<file path="config.mk">
export PLATFORM = sky130hd
export DESIGN_NAME = skpn_cell
export DESIGN_NICKNAME = d
export VERILOG_FILES = /design/src/sv/skpn_pkg.sv /design/src/sv/skpn_cell.sv
export SDC_FILE = /design/constraint.sdc
export NUM_CORES = 1
export LEC_CHECK = 0
export BUFFER_PORTS_ARGS = -buffer_cell sky130_fd_sc_hd__buf_2
export CORE_AREA = 2 2 178 180
export DETAILED_ROUTE_END_ITERATION = 6
export DIE_AREA = 0 0 180 182
export PLACE_DENSITY = 0.63
export SYNTH_ARGS = -nofsm -noshare
export SYNTH_HDL_FRONTEND = slang
export SYNTH_SLANG_ARGS = --single-unit
</file>
<file path="constraint.sdc">
create_clock -name clk_i -period 7.3 [get_ports clk_i]
set_input_delay 1.46 -clock clk_i [delete_from_list [all_inputs] [get_ports clk_i]]
set_output_delay 1.46 -clock clk_i [all_outputs]
set_load 0.005 [all_outputs]
</file>
<file path="src/sv/skpn_pkg.sv">
package skpn_pkg;

  localparam int unsigned CAPACITY   = 64;
  localparam int unsigned KEY_BITS   = 64;
  localparam int unsigned PTR_BITS   = 64;
  localparam int unsigned FIELD_BITS = 64;
  localparam int unsigned CNT_BITS   = $clog2(CAPACITY + 1);

  typedef enum logic {
    FUNC_SEARCH = 1'b0,
    FUNC_INSERT = 1'b1
  } func_e;

  typedef enum logic [1:0] {
    STATUS_OK   = 2'd0,
    STATUS_DUP  = 2'd1,
    STATUS_FULL = 2'd2
  } status_e;

  typedef enum logic {
    CFG_PAGE_MODE = 1'b0,
    CFG_LEFTMOST  = 1'b1
  } cfg_idx_e;

  typedef enum logic [1:0] {
    S_IDLE,
    S_CMP,
    S_UPD
  } state_e;

  typedef struct packed {
    logic                  func;
    logic [FIELD_BITS-1:0] search_key;
    logic [FIELD_BITS-1:0] new_pointer;
  } in_item_t;

  typedef struct packed {
    logic [FIELD_BITS-1:0] child_pointer;
    logic [1:0]            status;
    logic                  now_full;
  } out_item_t;

  typedef struct packed {
    logic [KEY_BITS-1:0] key;
    logic [PTR_BITS-1:0] ptr;
    logic                eq;
    logic                keep;
  } cell_link_t;

  typedef struct packed {
    logic cmp_en;
    logic upd_en;
    logic sec_eq;
  } cell_ctrl_t;

endpackage

</file>
<file path="src/sv/skpn_cell.sv">
module skpn_cell import skpn_pkg::*; (
  input  logic                clk_i,
  input  logic                rst_ni,
  input  cell_ctrl_t          ctrl_i,
  input  logic                occ_i,
  input  logic [KEY_BITS-1:0] key_i,
  input  logic [PTR_BITS-1:0] ptr_i,
  input  cell_link_t          prev_i,
  input  logic                next_keep_i,
  output cell_link_t          link_o,
  output logic                eq_o,
  output logic [PTR_BITS-1:0] sel_ptr_o
);

  logic [KEY_BITS-1:0] key_q, key_d;
  logic [PTR_BITS-1:0] ptr_q, ptr_d;
  logic                le_q, lt_q, eq_q;
  logic                first_eq;
  logic                keep;

  always_ff @(posedge clk_i or negedge rst_ni) begin
    if (!rst_ni) begin
      le_q <= 1'b0;
      lt_q <= 1'b0;
      eq_q <= 1'b0;
    end else if (ctrl_i.cmp_en) begin
      le_q <= occ_i && (key_q <= key_i);
      lt_q <= occ_i && (key_q < key_i);
      eq_q <= occ_i && (key_q == key_i);
    end
  end

  // A cell keeps its entry when it lies at or below the located position;
  // the first cell past that position takes the new pair, the rest shift up.
  always_comb begin
    first_eq = eq_q && !prev_i.eq;
    keep     = ctrl_i.sec_eq ? (lt_q || first_eq) : le_q;
    key_d    = key_q;
    ptr_d    = ptr_q;
    if (ctrl_i.upd_en && !keep) begin
      if (prev_i.keep) begin
        key_d = key_i;
        ptr_d = ptr_i;
      end else begin
        key_d = prev_i.key;
        ptr_d = prev_i.ptr;
      end
    end
  end

  always_ff @(posedge clk_i) begin
    key_q <= key_d;
    ptr_q <= ptr_d;
  end

  assign link_o    = '{key: key_q, ptr: ptr_q, eq: eq_q, keep: keep};
  assign eq_o      = eq_q;
  assign sel_ptr_o = (keep && !next_keep_i) ? ptr_q : '0;

endmodule

</file>
Yosys cells after proc, flatten, opt, wreduce, memory -nomap -nowiden
Cells that the tools add are included.
{ "word_totals": {"regBits": 131, "output_inout_bits": 195, "wordCells": 22} }
{ "classes": {"n_lt_le_gt_ge": 2, "eq_ne": 1, "muxes": 4, "n_reduce_logical": 10} }
{ "op_table": {"columns": ["operator", "n"], "rows": [
  ["64-bit 2-to-1 mux", 3],
  ["64-bit == test", 1],
  ["64-bit <= comparator", 1],
  ["64-bit less-than comparator", 1],
  ["1-bit logical AND", 6],
  ["1-bit zero test", 3],
  ["1-bit logical OR", 1],
  ["1-bit 2-to-1 mux", 1]
]} }

Longest topological paths before layout
Gate-level depths: netlist of run 1.
{ "depth": {"word_depth": 6, "mapped_depth": 8, "mapped_depth_nobuf": 8} }

Worst setup path after synthesis of run 1
Ideal clock, no wire load.
{ "synth_timing": {"kind": "in2reg", "startpoint": "input port prev_i[1] (netlist name)", "endpoint": "register key_q[0], enable pin", "arrival_time_ns": 7.030, "setup_slack_ns": -0.347, "cell_stages": 4, "path_buffers": 0, "path_cell_list": "inv_1 a21oi_1 a21oi_1 nor2_1"} }
{ "synth_between": {"elab_chain_cells": 6} }
{ "synth_lines": {"columns": ["item", "line_no", "text"], "rows": [
  ["start, declared", "skpn_cell.sv:8", "input cell_link_t prev_i,"],
  ["1-bit zero test", "skpn_cell.sv:36", "first_eq = eq_q && !prev_i.eq;"],
  ["1-bit logical AND", "skpn_cell.sv:36", null],
  ["1-bit logical OR", "skpn_cell.sv:37", "keep = ctrl_i.sec_eq ? (lt_q || first_eq) : le_q;"],
  ["1-bit 2-to-1 mux", "skpn_cell.sv:37", null],
  ["named net keep", "skpn_cell.sv:19", "logic keep;"],
  ["1-bit zero test", "skpn_cell.sv:40", "if (ctrl_i.upd_en && !keep) begin"],
  ["1-bit logical AND", "skpn_cell.sv:40", null],
  ["end signal, assigned", "skpn_cell.sv:52", "key_q <= key_d;"],
  ["end, declared", "skpn_cell.sv:15", "logic [KEY_BITS-1:0] key_q, key_d;"]
]} }
The timed path passes the listed nets, and every way through them passes these cells.
A chain may end at the register's enable or synchronous reset.

Final worst setup path of run 1
{ "layout_timing": {"startpoint": "input port prev_i[1] (netlist name)", "endpoint": "output port sel_ptr_o[44]"} }
{ "layout_between": {"elab_chain_cells": 6} }
{ "layout_lines": {"columns": ["item", "line_no", "text"], "rows": [
  ["1-bit zero test", "skpn_cell.sv:36", null],
  ["1-bit logical AND", "skpn_cell.sv:36", null],
  ["1-bit logical OR", "skpn_cell.sv:37", null],
  ["1-bit 2-to-1 mux", "skpn_cell.sv:37", null],
  ["1-bit logical AND", "skpn_cell.sv:58", "assign sel_ptr_o = (keep && !next_keep_i) ? ptr_q : '0;"],
  ["64-bit 2-to-1 mux", "skpn_cell.sv:58", null],
  ["end, declared", "skpn_cell.sv:12", "output logic [PTR_BITS-1:0] sel_ptr_o"]
]} }
No other way between the ends.

==> out/qor.txt, run 1 <==
status: finished clean
Max Transition Viols Final: 0
RSZ-0062 raised after global routing: no
Final #Nets: 1376
reg2reg start: key_q[60]
# H-tree levels: 4
Hold Path Cell Cnt: 1
I/O pin cnt: 460
number of global-route vias before repair: 6426
R2R cell count: 7
Post-synth ARST share: 2.290%
vias per cell: 4.367
FMAX: 207.1 MHz
synth warn: 0
final setup TNS: 0 ns
post-route cell area: 10930 µm²
Final period util: 66.15%
DP Area: 10310 µm²
Syn Std Cell Area: 7580 µm²
pwr/cell area: 205.0 nW/µm²
GPL Wtd Cong: 0.8091
Fillers: 3116
DR WL/cell: 17.89 µm
post-CTS resize count: 0
drt pass-1 iters: 4
top cell type's share of synthesized area: 50.71%
post-route ant nets: 0
Sink Count: 131
critical path type: primary input to output port
Hold Path Sink: lt_q
Starting Density: 24.46%
DP Worst Slack: 2.392 ns
Worst Clk Skew: 0.005034 ns
most frequent cells in the layout: buf_2 (458), mux2_2 (128), edfxtp_1 (128), inv_1 (68)
Die Y: 182 µm
WP data required: 5.84 ns
maxcap violations: 0
area leader, netlist: edfxtp_1
Storage cell area: 3919 µm²
Overall Power: 0.002241 W
reg2reg end: le_q
maximum root-to-sink buffer count: 2
CTS tree: built
Slew @ Worst Pin: 1.124 ns
P_leak: 5.226 nW
ys flop type: edfxtp_1
distinct cell type count after synthesis: 36
# setup viols final: 0
slew margin rel.: 25.07%
Die Wd: 180 µm
pin count of the biggest net entering global routing: 71
first-pass GRT wire length: 37.70 mm
clock latency on the worst-skew pair: 0.43 ns
VDD IR max: 0.1380 mV
Hold Crit Class: flop to flop
Hold Buf Count CTS: 0
reg2reg setup slack: 4.53 ns
core area: 30990 µm²
syn_area_per_cell: 12.87 µm²
initial antenna violation count: 1
PortBufs: 459
drt initial violations: 272
sequential share of the synthesized area: 51.70%
area of the multi-input gates: 3312 µm²
synth top area cells: edfxtp_1 (51%), mux2_2 (19%), ha_1 (11%)
CP endpoint kind: output port
gr ovfl total: 0
root buffer cell: clkbuf_16
crit path time final: 4.829 ns
TritonCTS Buffers: 17
HP Start: lt_q
row count: 65
clk slew on worst S/H paths: 0.06 ns
Layout area overhead: 44.26%
Post-Route WL: 26.18 mm
final hold violations: 0
Core Util, Final: 35.29%
Synth Register Bits: 131
DR vias: 6389
Mapped Cells: 589
EDFF count, synth: 128
Net Count, Synth: 918
CP Max Fanout: 64
layout cell share with drive strength beyond 1: 58.87%
setup bufs post-CTS: 0
Worst EP arrival: 3.37 ns
die area: 32760 µm²
commonest non-fill, non-tap cell in the layout: buf_2
estimated wirelength of the detail-placed design: 21.45 mm
Total GRT Usage: 15.54%
setup ws final: 2.471 ns
CP Launch Type: primary input
DRC: 0
## flip-flops by register name, indices dropped and copies added, names as in the netlist
name,count
key_q,64
lt_q,1
ptr_q,64
le_q,1
eq_o,1
## stage by stage
step | cells | hold WS (ns)
4_1_cts | 1462 | 0.5137
2_1_floorplan | 589 | 0.4506
3_3_place_gp | 1430 | 0.4934
6_report | 1463 | 0.5108
5_1_grt | 1463 | 0.5428
3_5_place_dp | 1430 | 0.5002
## critical path, stage by stage
cell and delay, ns:
buf_2 0.09, inv_1 0.04, a21oi_1 0.06, a21oi_1 0.34, nor2b_4 0.94, and2_1 0.25
buf_2 0.11
## layer usage
metal / GRT usage, % / share of wire, % / vias to the layer above
met4: 6.602 / 3.1 / 0
met2: 25.87 / 49 / 307
li1: - / - / 3068
met3: 5.415 / 7.3 / 41
met1: 18.19 / 40 / 2973
met5: 0 / 0 / -
## cell type report
cell class | instances | share of cell area [%]
diodes | 1 | 0.02289
multi-input cells | 367 | 30.29
inverters | 68 | 2.334
clock buffers | 18 | 3.925
clock inverters | 14 | 1.716
flip-flops and latches | 131 | 35.84
repair buffers | 462 | 21.27
well taps | 402 | 4.600
## cells by family (layout without fill, tap and decap cells)
logic type / after synthesis / count (layout) / synth area share, %
AO/OA/AOI/OAI: 51 / 51 / 4.143
other: 0 / 1 / 0
adder cells (fa/ha/maj): 64 / 64 / 10.56
buffers and inverters: 91 / 562 / 4.804
multiplexers: 128 / 128 / 19.02
AND/OR/NAND/NOR: 124 / 124 / 9.772
flip-flops: 131 / 131 / 51.70
## synthesized netlist by cell type (all sizes together) (5+ instances only)
| cell | number |
|---|---|
| nand3 | 8 |
| a21oi | 27 |
| nor2 | 5 |
| nand4 | 11 |
| ha | 64 |
| inv | 68 |
| nand2 | 18 |
| and2 | 64 |
| clkbuf | 7 |
| and4 | 7 |
| o21ai | 8 |
| mux2 | 128 |
| a221oi | 5 |
| buf | 16 |
| edfxtp | 128 |
## how the worst max path moves through the flow
| stage | startpoint | endpoint | cells past startpoint |
|---|---|---|---|
| 2_1_floorplan | prev_i[1] | key_q[0] | 4 |
| 3_3_place_gp | prev_i[1] | sel_ptr_o[48] | 7 |
| 3_5_place_dp | prev_i[1] | sel_ptr_o[20] | 7 |
| 4_1_cts | prev_i[1] | sel_ptr_o[20] | 7 |
| 5_1_grt | prev_i[1] | sel_ptr_o[26] | 7 |
| 6_report | prev_i[1] | sel_ptr_o[44] | 7 |
## report_power, final
part | switching (W) | total, W | internal [W] | leakage [nW]
Clock | 0.000346 | 0.000916 | 0.000570 | 0.305
Combinational | 0.000185 | 0.000383 | 0.000198 | 3.67
Sequential | 0.0000400 | 0.000943 | 0.000903 | 1.25
No activity file was read; power rests on OpenSTA's default activity.
==> inputs of run 2 (changes only) <==
- clock period: 7.3 -> 4.8 ns (I/O delays scaled with it)
==> out/qor.txt, run 2 (synthesis results as in run 1) <==
clk slew on worst S/H paths: 0.06 ns
Slew @ Worst Pin: 0.9802 ns
# setup viols final: 0
crit path time final: 3.902 ns
final hold violations: 0
Hold Buf Count CTS: 0
Starting Density: 24.46%
CP Max Fanout: 51
pwr/cell area: 314.5 nW/µm²
die area: 32760 µm²
layout cell share with drive strength beyond 1: 59.10%
estimated wirelength of the detail-placed design: 21.72 mm
CP Launch Type: primary input
maximum root-to-sink buffer count: 2
number of global-route vias before repair: 6557
vias per cell: 4.352
Sink Count: 131
row count: 65
pin count of the biggest net entering global routing: 89
crit-path cells: buf_2 > inv_1 > a21oi_1 > a21oi_1 > nor2b_4 > buf_4 > and2_1 > buf_2
max incr delay on CP: 0.82 ns
drt initial violations: 321
gr ovfl total: 0
Non-Filler Instances: 1464
drt pass-1 iters: 4
VDD IR max: 0.1995 mV
Worst EP arrival: 2.94 ns
Cell Count Post-Placement: 1431
DRC: 0
Post-Route WL: 26.59 mm
RSZ-0062 raised after global routing: no
PortBufs: 459
reg2reg end: le_q
Total GRT Usage: 15.73%
I/O pin cnt: 460
DR WL/cell: 18.17 µm
DR vias: 6372
status: finished clean
slowest CP cell: nor2b_4
hold_ws: 0.3290 ns
setup bufs post-CTS: 0
WP data required: 3.84 ns
post-CTS resize count: 0
Final period util: 81.29%
core area: 30990 µm²
CP endpoint kind: output port
Final #Nets: 1377
post-route ant nets: 0
Worst Clk Skew: 0.005810 ns
Die Wd: 180 µm
GPL Wtd Cong: 0.8149
first-pass GRT wire length: 38.91 mm
initial antenna violation count: 2
root buffer cell: clkbuf_16
CTS tree: built
# H-tree levels: 4
Die Y: 182 µm
reg2reg start: key_q[61]
sum of buffers and inverters on the critical path: 4
maxcap violations: 0
final setup TNS: 0 ns
reg2reg setup slack: 2.02 ns
clock latency on the worst-skew pair: 0.42 ns
TritonCTS Buffers: 17
P_leak: 5.228 nW
Max Transition Viols Final: 0
FMAX: 256.3 MHz
commonest non-fill, non-tap cell in the layout: buf_2
R2R cell count: 7
slew margin rel.: 34.66%
Crit path max-delay family: simple AND/OR/NAND/NOR gates
most frequent cells in the layout: buf_2 (458), mux2_2 (128), edfxtp_1 (128), inv_1 (68)
Fillers: 3141
Largest regs: key_q x64, ptr_q x64
Hold Crit Class: primary input to asynchronous set/reset pin
Layout area overhead: 44.69%
critical path type: primary input to output port
## run 2: final cells by class
type                    instances  area (µm²)  area share (%)
diodes                          1       2.502         0.02282
clock buffers                  17       425.4           3.879
flip-flops and latches        131        3919           35.73
repair buffers                463        2346           21.39
well taps                     402       503.0           4.586
inverters                      68       255.2           2.327
clock inverters                15       203.9           1.860
multi-input cells             367        3312           30.20
## run 2: routing by layer
layer	up-vias	GRT usage [%]	wire (µm)
li1	3068	-	-
met1	2994	19.80	11350
met2	281	26.80	13100
met3	27	3.630	1636
met4	2	4.780	491
met5	-	0	13
## run 2: worst max path at each step
stage	from	to	cells after the start
floorplan	prev_i[1]	key_q[0]	4
global placement	prev_i[1]	sel_ptr_o[52]	8
detailed placement	prev_i[1]	sel_ptr_o[40]	8
CTS	prev_i[1]	sel_ptr_o[40]	8
global route	prev_i[1]	sel_ptr_o[40]	8
finish	prev_i[1]	sel_ptr_o[36]	8
## run 2: worst reg2reg max path, cell delays in order, from the launching register on
cell	delay, ns
edfxtp_1	0.44
ha_1	0.34
nand4_1	0.22
and4bb_1	0.48
nand4_1	0.26
a31oi_1	0.41
nor4_1	0.21
a211o_1	0.31
## run 2: power breakdown
group / total, W / switching, W / internal [W]
clock network: 0.00143 / 0.000552 / 0.000876
registers: 0.00143 / 0.0000551 / 0.00137
logic: 0.000593 / 0.000290 / 0.000304
## run 2: per-stage QoR
step                utilization [%]  total power (W)  instance area (µm²)  setup WS (ns)
floorplan                         -         0.001723                 7587          1.243
global placement              33.35         0.002041                10330         0.9275
detailed placement            33.35         0.002051                10330         0.8280
CTS                           35.38         0.003498                10960         0.8438
global route                  35.39         0.003611                10970         0.6127
finish                        35.39         0.003449                10970         0.8981
==> inputs of run 3 (changes only) <==
- PLACE_DENSITY: 0.63 -> 0.64
- clock period: 4.8 -> 3.5 ns (I/O delays scaled with it)
==> out/qor.txt, run 3 (synthesis results as in run 1) <==
DRC: 0
P_leak: 5.231 nW
reg2reg setup slack: 0.93 ns
Overall Power: 0.004599 W
reg2reg end: le_q
DR vias: 6272
maximum root-to-sink buffer count: 2
Hold Crit Class: primary input to asynchronous set/reset pin
setup bufs post-CTS: 0
CP Max Fanout: 64
Die Y: 182 µm
Final period util: 78.69%
TritonCTS Buffers: 17
CP Launch Type: flop
DR WL/cell: 17.63 µm
DP Area: 10390 µm²
Cell Count Post-Placement: 1432
crit path time final: 2.754 ns
I/O pin cnt: 460
clk slew on worst S/H paths: 0.06 ns
Final #Nets: 1378
post-route cell area: 10990 µm²
R2R cell count: 7
Sink Count: 131
root buffer cell: clkbuf_16
WP data required: 2.80 ns
status: finished clean
most frequent cells in the layout: buf_2 (458), mux2_2 (128), edfxtp_1 (128), inv_1 (68)
FMAX: 363.1 MHz
die area: 32760 µm²
Critical path origin: eq_o
Max Transition Viols Final: 0
drt initial violations: 206
maxcap violations: 0
Worst Clk Skew: 0.008438 ns
RSZ-0062 raised after global routing: no
row count: 65
Largest regs: key_q x64, ptr_q x64
GPL Wtd Cong: 0.7985
reg2reg start: key_q[61]
initial antenna violation count: 2
commonest non-fill, non-tap cell in the layout: buf_2
drt pass-1 iters: 4
Hold Buf Count CTS: 0
Total GRT Usage: 15.26%
first-pass GRT wire length: 37.49 mm
slew margin rel.: 57.49%
final setup TNS: 0 ns
VDD IR max: 0.2287 mV
final hold violations: 0
# H-tree levels: 4
PortBufs: 459
Slew @ Worst Pin: 0.6318 ns
number of global-route vias before repair: 6407
estimated wirelength of the detail-placed design: 21.15 mm
pwr/cell area: 418.5 nW/µm²
post-route ant nets: 0
# setup viols final: 0
CTS tree: built
gr ovfl total: 0
hold_ws: 0.07552 ns
Layout area overhead: 44.96%
critical path type: flop to output port
Starting Density: 24.46%
clock latency on the worst-skew pair: 0.42 ns
vias per cell: 4.281
core area: 30990 µm²
pin count of the biggest net entering global routing: 70
post-CTS resize count: 0
CP endpoint kind: output port
Post-Route WL: 25.83 mm
Worst EP arrival: 2.05 ns
Non-Filler Instances: 1465
Critical Path End: sel_ptr_o[46]
Die Wd: 180 µm
layout cell share with drive strength beyond 1: 58.91%
[run 3: changes by cell type in the layout (fill, tap and decap cells not counted)]
cell,delta
buf_4,-3
bufinv_16,-1
clkinvlp_4,-1
inv_6,-4
clkinv_1,+2
diode_2,+1
buf_12,+4
clkinv_4,+3
[run 3: worst min path at each step]
stage / start / to / slack [ns]
finish: rst_ni / le_q / 0.08
global route: rst_ni / eq_o / 0.05
CTS: rst_ni / le_q / 0.04
detailed placement: lt_q / lt_q / 0.49
global placement: le_q / le_q / 0.49
floorplan: rst_ni / eq_o / 0.40
[run 3: cell type report]
type | count | area (µm²)
well taps | 402 | 503.0
diodes | 2 | 5.005
inverters | 68 | 255.2
fillers | 3140 | 20000
clock inverters | 14 | 165.2
flip-flops and latches | 131 | 3919
clock buffers | 17 | 425.4
repair buffers | 464 | 2404
multi-input cells | 367 | 3312
[run 3: stage by stage]
| step | worst slack (ns) | util [%] |
|---|---|---|
| floorplan | 0.2032 | - |
| global placement | 0.3071 | 33.54 |
| detailed placement | 0.2948 | 33.54 |
| CTS | 0.6920 | 35.45 |
| global route | 0.5637 | 35.45 |
| finish | 0.7459 | 35.46 |
[run 3: power by group]
group	switching (W)	internal, W	leakage (nW)	total (W)
Combinational	0.000388	0.000426	3.70	0.000814
Clock	0.000712	0.00111	0.280	0.00182
Sequential	0.0000790	0.00188	1.25	0.00196
Total	0.00118	0.00342	5.23	0.00460
[run 3: critical path, stage by stage, from the launching register on]
cell and delay [ns]:
dfrtp_1 0.43, a21oi_1 0.09, a21oi_1 0.33, nor2b_4 0.24, buf_12 0.22, and2_1 0.18, buf_2 0.12
[run 3: routing by layer]
layer / vias up / part of all wire (%) / GRT usage, % / wire, µm
li1: 3077 / - / - / -
met1: 2924 / 41 / 18.00 / 10530
met2: 258 / 52 / 27.19 / 13310
met3: 13 / 6.7 / 4.613 / 1741
met4: 0 / 0.96 / 3.447 / 247
met5: - / 0 / 0 / 0
